--- config.mk ---
export PLATFORM = sky130hd
export DESIGN_NAME = box_frustum_visibility
export DESIGN_NICKNAME = d
export VERILOG_FILES = /design/src/rtl/bfv_pkg.sv /design/src/rtl/bfv_ctrl.sv /design/src/rtl/bfv_dp.sv /design/src/rtl/box_frustum_visibility.sv
export SDC_FILE = /design/constraint.sdc
export NUM_CORES = 2
export LEC_CHECK = 0
export ABC_CLOCK_PERIOD_IN_PS = 48300
export BUFFER_PORTS_ARGS = -buffer_cell sky130_fd_sc_hd__buf_4
export CAP_MARGIN = 20
export CORE_MARGIN = 8
export CORE_UTILIZATION = 33
export CTS_CLUSTER_DIAMETER = 120
export DETAILED_ROUTE_END_ITERATION = 7
export PLACE_DENSITY = 0.52
export SLEW_MARGIN = 0
export SYNTH_ARGS = -nofsm -noshare
export SYNTH_HDL_FRONTEND = slang
export SYNTH_SLANG_ARGS = --single-unit
--- constraint.sdc ---
create_clock -name clk_i -period 48.3 [get_ports clk_i]
set_input_delay 7.245 -clock clk_i [delete_from_list [all_inputs] [get_ports clk_i]]
set_output_delay 7.245 -clock clk_i [all_outputs]
set_load 0.05 [all_outputs]
--- src/rtl/bfv_pkg.sv ---
package bfv_pkg;

  localparam int ValueWidth   = 32;
  localparam int FracBits     = 16;

  typedef logic signed [ValueWidth-1:0] val_t;

  localparam val_t MaxV = {1'b0, {(ValueWidth-1){1'b1}}};
  localparam val_t MinV = {1'b1, {(ValueWidth-1){1'b0}}};
  localparam val_t OneV = val_t'(64'sd1 <<< FracBits);
  localparam val_t NegOneV = -OneV;

  typedef enum logic [1:0] {
    KIND_LOAD_VP  = 2'd0,
    KIND_LOAD_OBJ = 2'd1,
    KIND_TEST     = 2'd2,
    KIND_NONE     = 2'd3
  } kind_e;

  typedef enum logic [2:0] {
    ST_IDLE,
    ST_OBJ,
    ST_VP,
    ST_CHECK,
    ST_OUT
  } state_e;

  // Controller to datapath commands
  typedef struct packed {
    logic       load_box;   // capture box corners, reset extremes
    logic       mac_en;     // do one multiply-accumulate step
    logic       mac_first;  // first term of a row
    logic       obj_pass;   // 1: object row on corner, 0: view row on w
    logic [1:0] row;
    logic [1:0] col;
    logic [2:0] corner;
    logic       row_done;   // store accumulator at end of row
    logic       decide;     // register visible flag
  } cmd_t;

  function automatic val_t sat_add(val_t a, val_t b);
    logic signed [ValueWidth:0] s;
    s = {a[ValueWidth-1], a} + {b[ValueWidth-1], b};
    if (s > $signed({1'b0, MaxV})) return MaxV;
    if (s < $signed({1'b1, MinV})) return MinV;
    return s[ValueWidth-1:0];
  endfunction

  // Product floor-shifted and saturated; arithmetic shift floors.
  function automatic val_t fx_mul(val_t a, val_t b);
    logic signed [2*ValueWidth-1:0] p;
    logic signed [2*ValueWidth-1:0] q;
    p = a * b;
    q = p >>> FracBits;
    if (q > 64'(signed'(MaxV))) return MaxV;
    if (q < 64'(signed'(MinV))) return MinV;
    return q[ValueWidth-1:0];
  endfunction

endpackage

--- src/rtl/bfv_ctrl.sv ---
module bfv_ctrl (
  input  logic            clk_i,
  input  logic            rst_ni,
  input  logic            start_i,
  input  logic            out_taken_i,
  output logic            busy_o,
  output logic            out_valid_o,
  output bfv_pkg::cmd_t   cmd_o
);

  bfv_pkg::state_e state_q, state_d;
  logic [1:0] row_q, row_d;
  logic [1:0] col_q, col_d;
  logic [2:0] cor_q, cor_d;

  always_ff @(posedge clk_i or negedge rst_ni) begin
    if (!rst_ni) begin
      state_q <= bfv_pkg::ST_IDLE;
      row_q   <= '0;
      col_q   <= '0;
      cor_q   <= '0;
    end else begin
      state_q <= state_d;
      row_q   <= row_d;
      col_q   <= col_d;
      cor_q   <= cor_d;
    end
  end

  always_comb begin
    state_d = state_q;
    row_d = row_q;
    col_d = col_q;
    cor_d = cor_q;
    cmd_o = '0;
    cmd_o.row = row_q;
    cmd_o.col = col_q;
    cmd_o.corner = cor_q;
    cmd_o.mac_first = (col_q == 2'd0);
    busy_o = 1'b1;
    out_valid_o = 1'b0;
    case (state_q)
      bfv_pkg::ST_IDLE: begin
        busy_o = 1'b0;
        if (start_i) begin
          cmd_o.load_box = 1'b1;
          row_d = '0; col_d = '0; cor_d = '0;
          state_d = bfv_pkg::ST_OBJ;
        end
      end
      bfv_pkg::ST_OBJ: begin
        cmd_o.mac_en = 1'b1;
        cmd_o.obj_pass = 1'b1;
        col_d = col_q + 2'd1;
        if (col_q == 2'd3) begin
          cmd_o.row_done = 1'b1;
          row_d = row_q + 2'd1;
          if (row_q == 2'd3) begin
            row_d = '0;
            state_d = bfv_pkg::ST_VP;
          end
        end
      end
      bfv_pkg::ST_VP: begin
        cmd_o.mac_en = 1'b1;
        col_d = col_q + 2'd1;
        if (col_q == 2'd3) begin
          cmd_o.row_done = 1'b1;
          row_d = row_q + 2'd1;
          if (row_q == 2'd2) begin
            row_d = '0;
            cor_d = cor_q + 3'd1;
            state_d = (cor_q == 3'd7) ? bfv_pkg::ST_CHECK : bfv_pkg::ST_OBJ;
          end
        end
      end
      bfv_pkg::ST_CHECK: begin
        cmd_o.decide = 1'b1;
        state_d = bfv_pkg::ST_OUT;
      end
      bfv_pkg::ST_OUT: begin
        out_valid_o = 1'b1;
        if (out_taken_i) state_d = bfv_pkg::ST_IDLE;
      end
      default: state_d = bfv_pkg::ST_IDLE;
    endcase
  end

  as_start_idle: assert property (@(posedge clk_i) disable iff (!rst_ni)
    cmd_o.load_box |-> state_q == bfv_pkg::ST_IDLE)
    else $error("box load outside idle");
  as_out_hold: assert property (@(posedge clk_i) disable iff (!rst_ni)
    out_valid_o && !out_taken_i |=> out_valid_o)
    else $error("result dropped");
  as_check_after_vp: assert property (@(posedge clk_i) disable iff (!rst_ni)
    state_q == bfv_pkg::ST_CHECK |-> $past(state_q) == bfv_pkg::ST_VP)
    else $error("check without final row");

endmodule

--- src/rtl/bfv_dp.sv ---
module bfv_dp (
  input  logic                 clk_i,
  input  logic                 rst_ni,
  input  logic                 wr_vp_i,
  input  logic                 wr_obj_i,
  input  logic [3:0]           wr_idx_i,
  input  logic signed [31:0]   wr_val_i,
  input  logic signed [31:0]   box_i [6],
  input  bfv_pkg::cmd_t        cmd_i,
  output logic                 visible_o
);

  bfv_pkg::val_t vp_q  [16];
  bfv_pkg::val_t obj_q [16];
  bfv_pkg::val_t box_q [6];
  bfv_pkg::val_t w_q   [4];
  bfv_pkg::val_t mn_q  [3];
  bfv_pkg::val_t mx_q  [3];
  bfv_pkg::val_t acc_q, acc_d;
  bfv_pkg::val_t m_ent, v_ent, prod;
  logic [3:0]    idx;
  logic          vis_q;

  always_ff @(posedge clk_i) begin
    if (wr_vp_i)  vp_q[wr_idx_i]  <= bfv_pkg::val_t'(wr_val_i);
    if (wr_obj_i) obj_q[wr_idx_i] <= bfv_pkg::val_t'(wr_val_i);
  end

  assign idx = {cmd_i.row, cmd_i.col};

  always_comb begin
    if (cmd_i.obj_pass) begin
      m_ent = obj_q[idx];
      case (cmd_i.col)
        2'd0:    v_ent = cmd_i.corner[0] ? box_q[3] : box_q[0];
        2'd1:    v_ent = cmd_i.corner[1] ? box_q[4] : box_q[1];
        2'd2:    v_ent = cmd_i.corner[2] ? box_q[5] : box_q[2];
        default: v_ent = bfv_pkg::OneV;
      endcase
    end else begin
      m_ent = vp_q[idx];
      v_ent = w_q[cmd_i.col];
    end
    // w = 1 term adds the entry itself
    if (cmd_i.obj_pass && cmd_i.col == 2'd3) prod = m_ent;
    else prod = bfv_pkg::fx_mul(m_ent, v_ent);
    acc_d = cmd_i.mac_first ? prod : bfv_pkg::sat_add(acc_q, prod);
  end

  always_ff @(posedge clk_i) begin
    if (cmd_i.load_box) begin
      for (int i = 0; i < 6; i++) box_q[i] <= bfv_pkg::val_t'(box_i[i]);
      for (int a = 0; a < 3; a++) begin
        mn_q[a] <= bfv_pkg::MaxV;
        mx_q[a] <= bfv_pkg::MinV;
      end
    end
    if (cmd_i.mac_en) acc_q <= acc_d;
    if (cmd_i.row_done) begin
      if (cmd_i.obj_pass) w_q[cmd_i.row] <= acc_d;
      else begin
        if (acc_d < mn_q[cmd_i.row]) mn_q[cmd_i.row] <= acc_d;
        if (acc_d > mx_q[cmd_i.row]) mx_q[cmd_i.row] <= acc_d;
      end
    end
  end

  always_ff @(posedge clk_i or negedge rst_ni) begin
    if (!rst_ni) vis_q <= 1'b0;
    else if (cmd_i.decide)
      vis_q <= !(mn_q[2] < 0 || mn_q[2] > bfv_pkg::OneV || mn_q[0] > bfv_pkg::OneV ||
                 mx_q[0] < bfv_pkg::NegOneV || mn_q[1] > bfv_pkg::OneV ||
                 mx_q[1] < bfv_pkg::NegOneV);
  end

  assign visible_o = vis_q;

  as_no_wr_mac: assert property (@(posedge clk_i) disable iff (!rst_ni)
    cmd_i.mac_en |-> !(wr_vp_i || wr_obj_i))
    else $error("matrix write during test");
  as_row_in_range: assert property (@(posedge clk_i) disable iff (!rst_ni)
    cmd_i.row_done && !cmd_i.obj_pass |-> cmd_i.row != 2'd3)
    else $error("view row out of range");
  as_decide_alone: assert property (@(posedge clk_i) disable iff (!rst_ni)
    cmd_i.decide |-> !cmd_i.mac_en)
    else $error("decide during mac");

endmodule

--- src/rtl/box_frustum_visibility.sv ---
// Box frustum visibility. Slave transactions carry a kind in s_axis_tuser:
// view-projection entry load (0), object entry load (1), box test (2); kind 3
// is dropped. Loads give no result. A box test transforms its eight corners
// through the object matrix, then rows 0..2 of the view-projection (no w
// divide), tracks per-axis min/max and returns one transaction, visible in
// m_axis_tdata[0]. A single shared multiply-accumulate unit does one term per
// cycle, 4 terms per row, 4 object rows and 3 view rows for each of the 8
// corners; the visibility decision is then registered. Values are Q15.16 with
// floor rounding and saturation. Entries read by a test must be loaded first.
module box_frustum_visibility (
  input  logic         clk_i,
  input  logic         rst_ni,
  input  logic         s_axis_tvalid,
  output logic         s_axis_tready,
  // tdata: entry_index[3:0], entry_value[35:4], box_min_x[67:36],
  // box_min_y[99:68], box_min_z[131:100], box_max_x[163:132],
  // box_max_y[195:164], box_max_z[227:196], zero pad to 232
  input  logic [231:0] s_axis_tdata,
  // tuser: kind[1:0]
  input  logic [1:0]   s_axis_tuser,
  output logic         m_axis_tvalid,
  input  logic         m_axis_tready,
  // tdata: visible[0], zero pad
  output logic [7:0]   m_axis_tdata
);

  logic          busy, out_valid, acc, visible;
  bfv_pkg::cmd_t cmd;
  logic signed [31:0] box [6];

  assign s_axis_tready = !busy;
  assign acc = s_axis_tvalid && s_axis_tready;

  always_comb begin
    for (int i = 0; i < 6; i++) box[i] = s_axis_tdata[36+32*i +: 32];
  end

  bfv_ctrl u_ctrl (
    .clk_i       (clk_i),
    .rst_ni      (rst_ni),
    .start_i     (acc && s_axis_tuser == bfv_pkg::KIND_TEST),
    .out_taken_i (m_axis_tready),
    .busy_o      (busy),
    .out_valid_o (out_valid),
    .cmd_o       (cmd)
  );

  bfv_dp u_dp (
    .clk_i     (clk_i),
    .rst_ni    (rst_ni),
    .wr_vp_i   (acc && s_axis_tuser == bfv_pkg::KIND_LOAD_VP),
    .wr_obj_i  (acc && s_axis_tuser == bfv_pkg::KIND_LOAD_OBJ),
    .wr_idx_i  (s_axis_tdata[3:0]),
    .wr_val_i  (s_axis_tdata[35:4]),
    .box_i     (box),
    .cmd_i     (cmd),
    .visible_o (visible)
  );

  assign m_axis_tvalid = out_valid;
  assign m_axis_tdata  = {7'd0, visible};

endmodule
# Word-level counts from Yosys, hierarchy flattened
# Memories as Yosys holds them, arrays and structs flattened.
# Cells that the tools add are included.
dict set report totals {
  wordCells 145
  mem_count 6
  regBits 43
  ramBits 1536
}
dict set report op_classes {
  add_sub_neg 4
  n_mux 74
  n_reduce_logical 24
  n_mul 1
  eq_ne 18
  order_cmp 12
}
# memory words word_bits read_ports rd_clocked_by_memory_dff wr line_no
set mem_list {}
lappend mem_list {u_dp.obj_q 16 32 1 0 1 bfv_dp.sv:14} ;# bfv_pkg::val_t obj_q [16];
lappend mem_list {u_dp.vp_q 16 32 1 0 1 bfv_dp.sv:13} ;# bfv_pkg::val_t vp_q [16];
lappend mem_list {u_dp.box_q 6 32 6 0 6 bfv_dp.sv:15} ;# bfv_pkg::val_t box_q [6];
lappend mem_list {u_dp.w_q 4 32 1 0 1 bfv_dp.sv:16} ;# bfv_pkg::val_t w_q [4];
lappend mem_list {u_dp.mn_q 3 32 4 0 3 bfv_dp.sv:17} ;# bfv_pkg::val_t mn_q [3];
lappend mem_list {u_dp.mx_q 3 32 3 0 3 bfv_dp.sv:18} ;# bfv_pkg::val_t mx_q [3];
# op count
set ops {}
lappend ops {{$mux W32} 17}
lappend ops {{$gt A32 B18 Y1 const B} 3}
lappend ops {{$pmux W32 S3} 1}
lappend ops {{$lt A32 B17 Y1 const B} 2}
lappend ops {{$mul A32 B32 Y64} 1}
lappend ops {{$reduce_or A32 Y1} 2}
lappend ops {{$gt A48 B32 Y1 const B} 1}
lappend ops {{$lt A48 B32 Y1 const B} 1}
lappend ops {{$mux W1} 35}
lappend ops {{$add A32 B32 Y33} 1}
lappend ops {{$gt A33 B32 Y1 const B} 1}
lappend ops {{$lt A33 B32 Y1 const B} 1}
lappend ops {{$gt A32 B32 Y1} 1}
lappend ops {{$lt A32 B1 Y1 const B} 1}
lappend ops {{$lt A32 B32 Y1} 1}
lappend ops {{$mux W3} 9}
lappend ops {{$mux W2} 8}
lappend ops {{$pmux W3 S5} 1}
lappend ops {{$eq A2 B2 Y1 const B} 5}
lappend ops {{$ne A2 B1 Y1 const B} 5}
lappend ops {{$reduce_and A4 Y1} 2}
lappend ops {{$eq A3 B2 Y1 const B} 2}
lappend ops {{$eq A3 B3 Y1 const B} 2}
lappend ops {{$pmux W2 S3} 1}
lappend ops {{17 further kinds} 29}

# Logic depth before layout (Yosys ltp)
# An unclocked memory read counts as a cell.
dict set report logic_depth {
  word_depth 27
  mapped_depth 86
}

# Hierarchy
# From an unflattened synthesis, not the netlist that was laid out.
dict set report unflattened {
  cells_unflattened 7742
  hier_area_um2 104088.6
}
# mod n_inst area_each_um2 cells_each seq_area_each_um2
set by_module_without_submodules {}
lappend by_module_without_submodules {bfv_dp 1 103277.8 7661 49032.0}
lappend by_module_without_submodules {bfv_ctrl 1 703.2 68 250.2}
lappend by_module_without_submodules {box_frustum_visibility 1 107.6 13 0.0}

# Worst setup path before layout
# No wires, ideal clock.
dict set report synth_path {
  kind {register to register}
  from {reg u_ctrl.col_q[0]}
  to {mem u_dp.mn_q[0][0] (netlist name) (enable)}
  path_stages_with_launch 77
  t_required_ns 47.834
  path_buffers 17
  t_arrival_ns 20.816
  slack_ns 27.019
  period_less_slack_ns 21.281
  path_cell_list {dfrtp_1 buf_4 buf_6 buf_6 buf_2 buf_2 buf_1 buf_2 clkbuf_1 buf_1 inv_1 ha_1 clkbuf_1 inv_1 clkbuf_1 o21ai_0 a22oi_1 clkbuf_1 (+41 left out) o21ai_0 o21ai_1 inv_1 ha_1 nor2b_1 o21ai_0 nand2b_1 a21oi_1 nor2b_1 o21ai_0 nand2b_1 a21oi_1 o21ai_0 a31oi_1 and3_1 a22oi_2 mux2_2 o21ai_0}
}
# item line_no
set synth_lines {}
lappend synth_lines {{from (decl)} bfv_ctrl.sv:13} ;# logic [1:0] col_q, col_d;
lappend synth_lines {{from (signal assigned)} bfv_ctrl.sv:25} ;# col_q <= col_d;
lappend synth_lines {{to (decl)} bfv_dp.sv:17}

==> key figures <==
Route
  • Routed WL: 331000 µm
  • Number of DRC markers in iteration 0: 6468
  • Via Count: 64500
  • DRT antenna net count: 0
  • Vias per cell: 5.27
  • Drt first pass iters: 6
  • Wire length per cell: 27.0 µm
  • DRC errors left: 0

Critical path
  • Worst EP required: 48.68 ns
  • Top cell by count, worst path: fa_1
  • CP max FO: 105
  • Critical Path Sink Type: flop
  • Critical Path Source Type: flop
  • Crit path DAT: 24.30 ns
  • WP buf/inv: 11
  • Critical path's largest stage delay: 1.12 ns
  • Crit-path slowest cell: fa_1
  • WS Path Type: reg2reg
  • Critical path depth: 57
  • Reg2Reg Depth: 57
  • Cell family with most CP delay: adder cells

Logic synthesis
  • Post-synthesis cell type count: 89
  • Cell Area, Synth: 0.104 mm²
  • Ys flop type: edfxtp_1
  • Post-synthesis sequential area ratio: 47.3%
  • Synth Instances: 7732
  • Flops & latches, synth: 1643
  • Synth area leader: edfxtp_1
  • Number of flops mapped to enable cells by yosys: 1632
  • Yosys warns: 0
  • Synth top area cells: edfxtp_1, fa_1, mux4_2
  • Async SR Flop Fraction: 0.670%
  • Syn Area/Cell: 13.5 µm²
  • Yosys top cell area share: 47.1%

Global routing
  • Met3 Track Usage GR: 3.33%
  • Grt ovf: 0
  • GRT Max-Usage Layer: met2
  • GR Util met2: 31.1%
  • Initial antenna violation count: 23
  • Largest net degree at the start of global routing: 107
  • Number of global-route vias before repair: 67700
  • GRT Total Usage: 19.6%
  • Met1 Usage GRT: 27.9%
  • First-pass GRT wire length: 478000 µm

Finish
  • Reg area: 0.0493 mm²
  • Layout cells sized above 1: 16.1%
  • Non-Filler Instances: 12200
  • Fillers: 30100
  • Multi-input logic area: 0.0495 mm²
  • Area Overhead vs Synth: 12.3%
  • Total Nets Final: 9538

Timing
  • Final hold slack: 0.529 ns
  • Final worst-path cycle share: 49.5%
  • Final worst path period need: 23.92 ns
  • Max frequency: 0.0418 GHz
  • Final Hold Violating Endpoints: 0
  • Unrepaired setup endpoints after global routing: no
  • Endpoints failing setup: 0
  • Setup TNS: 0 ns
  • Slew Limit Fails: 0
  • Rel. slew slack: 22.7%
  • Max Clock Skew: 0.139 ns
  • Actual slew at the worst max-slew pin: 1.16 ns

Die
  • Core area: 0.314 mm²
  • Full die area: 0.334 mm²
  • # IOs: 248
  • # rows: 206
  • Starting Density: 33.1%
  • Die H: 578 µm
  • Die W: 578 µm

Place
  • IO Port Bufs: 236
  • DP HPWL: 232000 µm
  • Gpl congestion: 0.945
  • Placed Cells: 11900

Run
  • Number of max-cap violations: 0

Clock network
  • TritonCTS buffer count: 175
  • Worst-Skew Late Latency: 0.88 ns
  • Post-CTS Resized: 0
  • Clock slew at reported path FFs: 0.06 ns
  • TritonCTS clock tree: yes
  • Max clock buf depth: 4
  • CTS root buf: clkbuf_16
  • Clk sink count: 1643
  • Post-CTS Setup Inserts: 0
  • H-tree Lvls: 4
  • Hold buffers post-CTS: 0

Status
  • Outcome: completed

Hold path
  • Hold Crit Class: reg2reg
  • Worst hold stages: 1
==> worst register-to-register path, delay by kind of cell (launching register included) <==
kind	cells	cell delay (ns)
adders and majority gates	11	6.43
and+or+nand+nor	14	5.12
AOI/OAI and AO/OA	16	4.96
buffers and inverters	11	4.39
muxes	3	1.30
xor gates and xnor gates	2	0.65
DFF	1	0.62
==> layout make-up <==
type,count,share of cell area [%]
Tap cell,4160,4.45
Clock inverter,98,0.689
Clock buffer,210,3.91
Multi-Input combinational cell,4562,42.4
Inverter,1121,3.61
Timing Repair Buffer,429,2.83
Antenna cell,9,0.0193
Sequential cell,1643,42.1
==> Yosys cell counts (53+ instances only) <==
master       n
nand4_1     70
inv_1     1115
a21oi_1    199
buf_1       60
fa_1      1082
nor2_1     760
nand3_1    125
ha_1       286
o21ai_0    119
edfxtp_1  1632
nand2_1    712
mux4_2     408
a21o_1      55
mux2_2      90
clkbuf_1   326
xnor2_1     53
==> metrics by stage <==
step	setup WS [ns]	util, %	instance area [µm²]
finish	24.38	37.2	117000
global route	23.36	37.2	117000
CTS	24.56	37.2	117000
detailed placement	24.64	35.5	112000
global placement	24.78	35.5	112000
floorplan	27.02	-	104000
==> state kept, by name, indices dropped and copies added (netlist names) <==
name and cells:
u_dp.obj_q 512, u_dp.vp_q 512, u_dp.box_q 192, u_dp.mn_q 128
u_dp.mx_q 128, u_dp.w_q 128, u_dp.acc_q 32, u_ctrl.cor_q 3
u_ctrl.state_q 3, u_ctrl.col_q 2, u_ctrl.row_q 2, u_dp.visible_o 1
==> per-layer routing <==
metal | share of wire, % | up-vias
met2 | 46 | 2391
met4 | 2.8 | 12
li1 | - | 27000
met3 | 7.4 | 429
met1 | 44 | 34700
met5 | 0.023 | -
==> cell usage in the layout, fill, tap and decap left out, types with 14 or more instances in the layout <==
master,count
nand2b_1,40
o31a_1,14
a21oi_1,198
inv_1,1114
nand4_1,70
a211oi_1,17
nor4_1,30
mux2_2,90
clkinv_1,48
and3_1,24
o21a_1,24
nor2b_1,26
nand3_1,122
edfxtp_1,1632
clkbuf_1,30
mux4_2,408
nand2_1,710
xor2_1,35
clkinv_2,27
fa_1,1082
a21o_1,55
buf_4,423
xnor2_1,53
or2_2,28
ha_1,283
mux2i_1,26
a22oi_1,20
o21ai_0,116
nor2_1,728
nor3_1,33
nor2_4,31
a222oi_1,24
clkbuf_16,177
o31ai_1,14
a22o_1,14
and2_1,37
==> worst paths after layout <==
kind | from | slack, ns | endpoint
worst max-delay path | u_ctrl.col_q[1] | 24.38 | u_dp.mx_q[0][7]
worst min register to register | u_ctrl.cor_q[1] | 0.53 | u_ctrl.cor_q[1]
worst min-delay path | u_ctrl.cor_q[1] | 0.53 | u_ctrl.cor_q[1]
min in group asynchronous | rst_ni | 6.35 | u_ctrl.state_q[0]
max in group asynchronous | rst_ni | 41.65 | u_ctrl.cor_q[0]
worst max register to register | u_ctrl.col_q[1] | 24.38 | u_dp.mx_q[0][7]
==> logic make-up (layout without fill, tap and decap cells) <==
kind of cell | count (synthesis) | count (layout) | share of synthesized area (%)
and+or+nand+nor | 1936 | 1936 | 7.95
xor gates and xnor gates | 88 | 88 | 0.740
AOI/OAI and AO/OA | 631 | 631 | 3.97
DFF | 1643 | 1643 | 47.3
adders and majority gates | 1374 | 1374 | 24.3
buffers and inverters | 1533 | 1858 | 5.64
other | 1 | 16 | 0.00360
muxes | 526 | 526 | 10.1
Power is left out: the tool's default activity adds up to more than one toggle a clock period on the data nets, which glitch-free logic cannot reach.
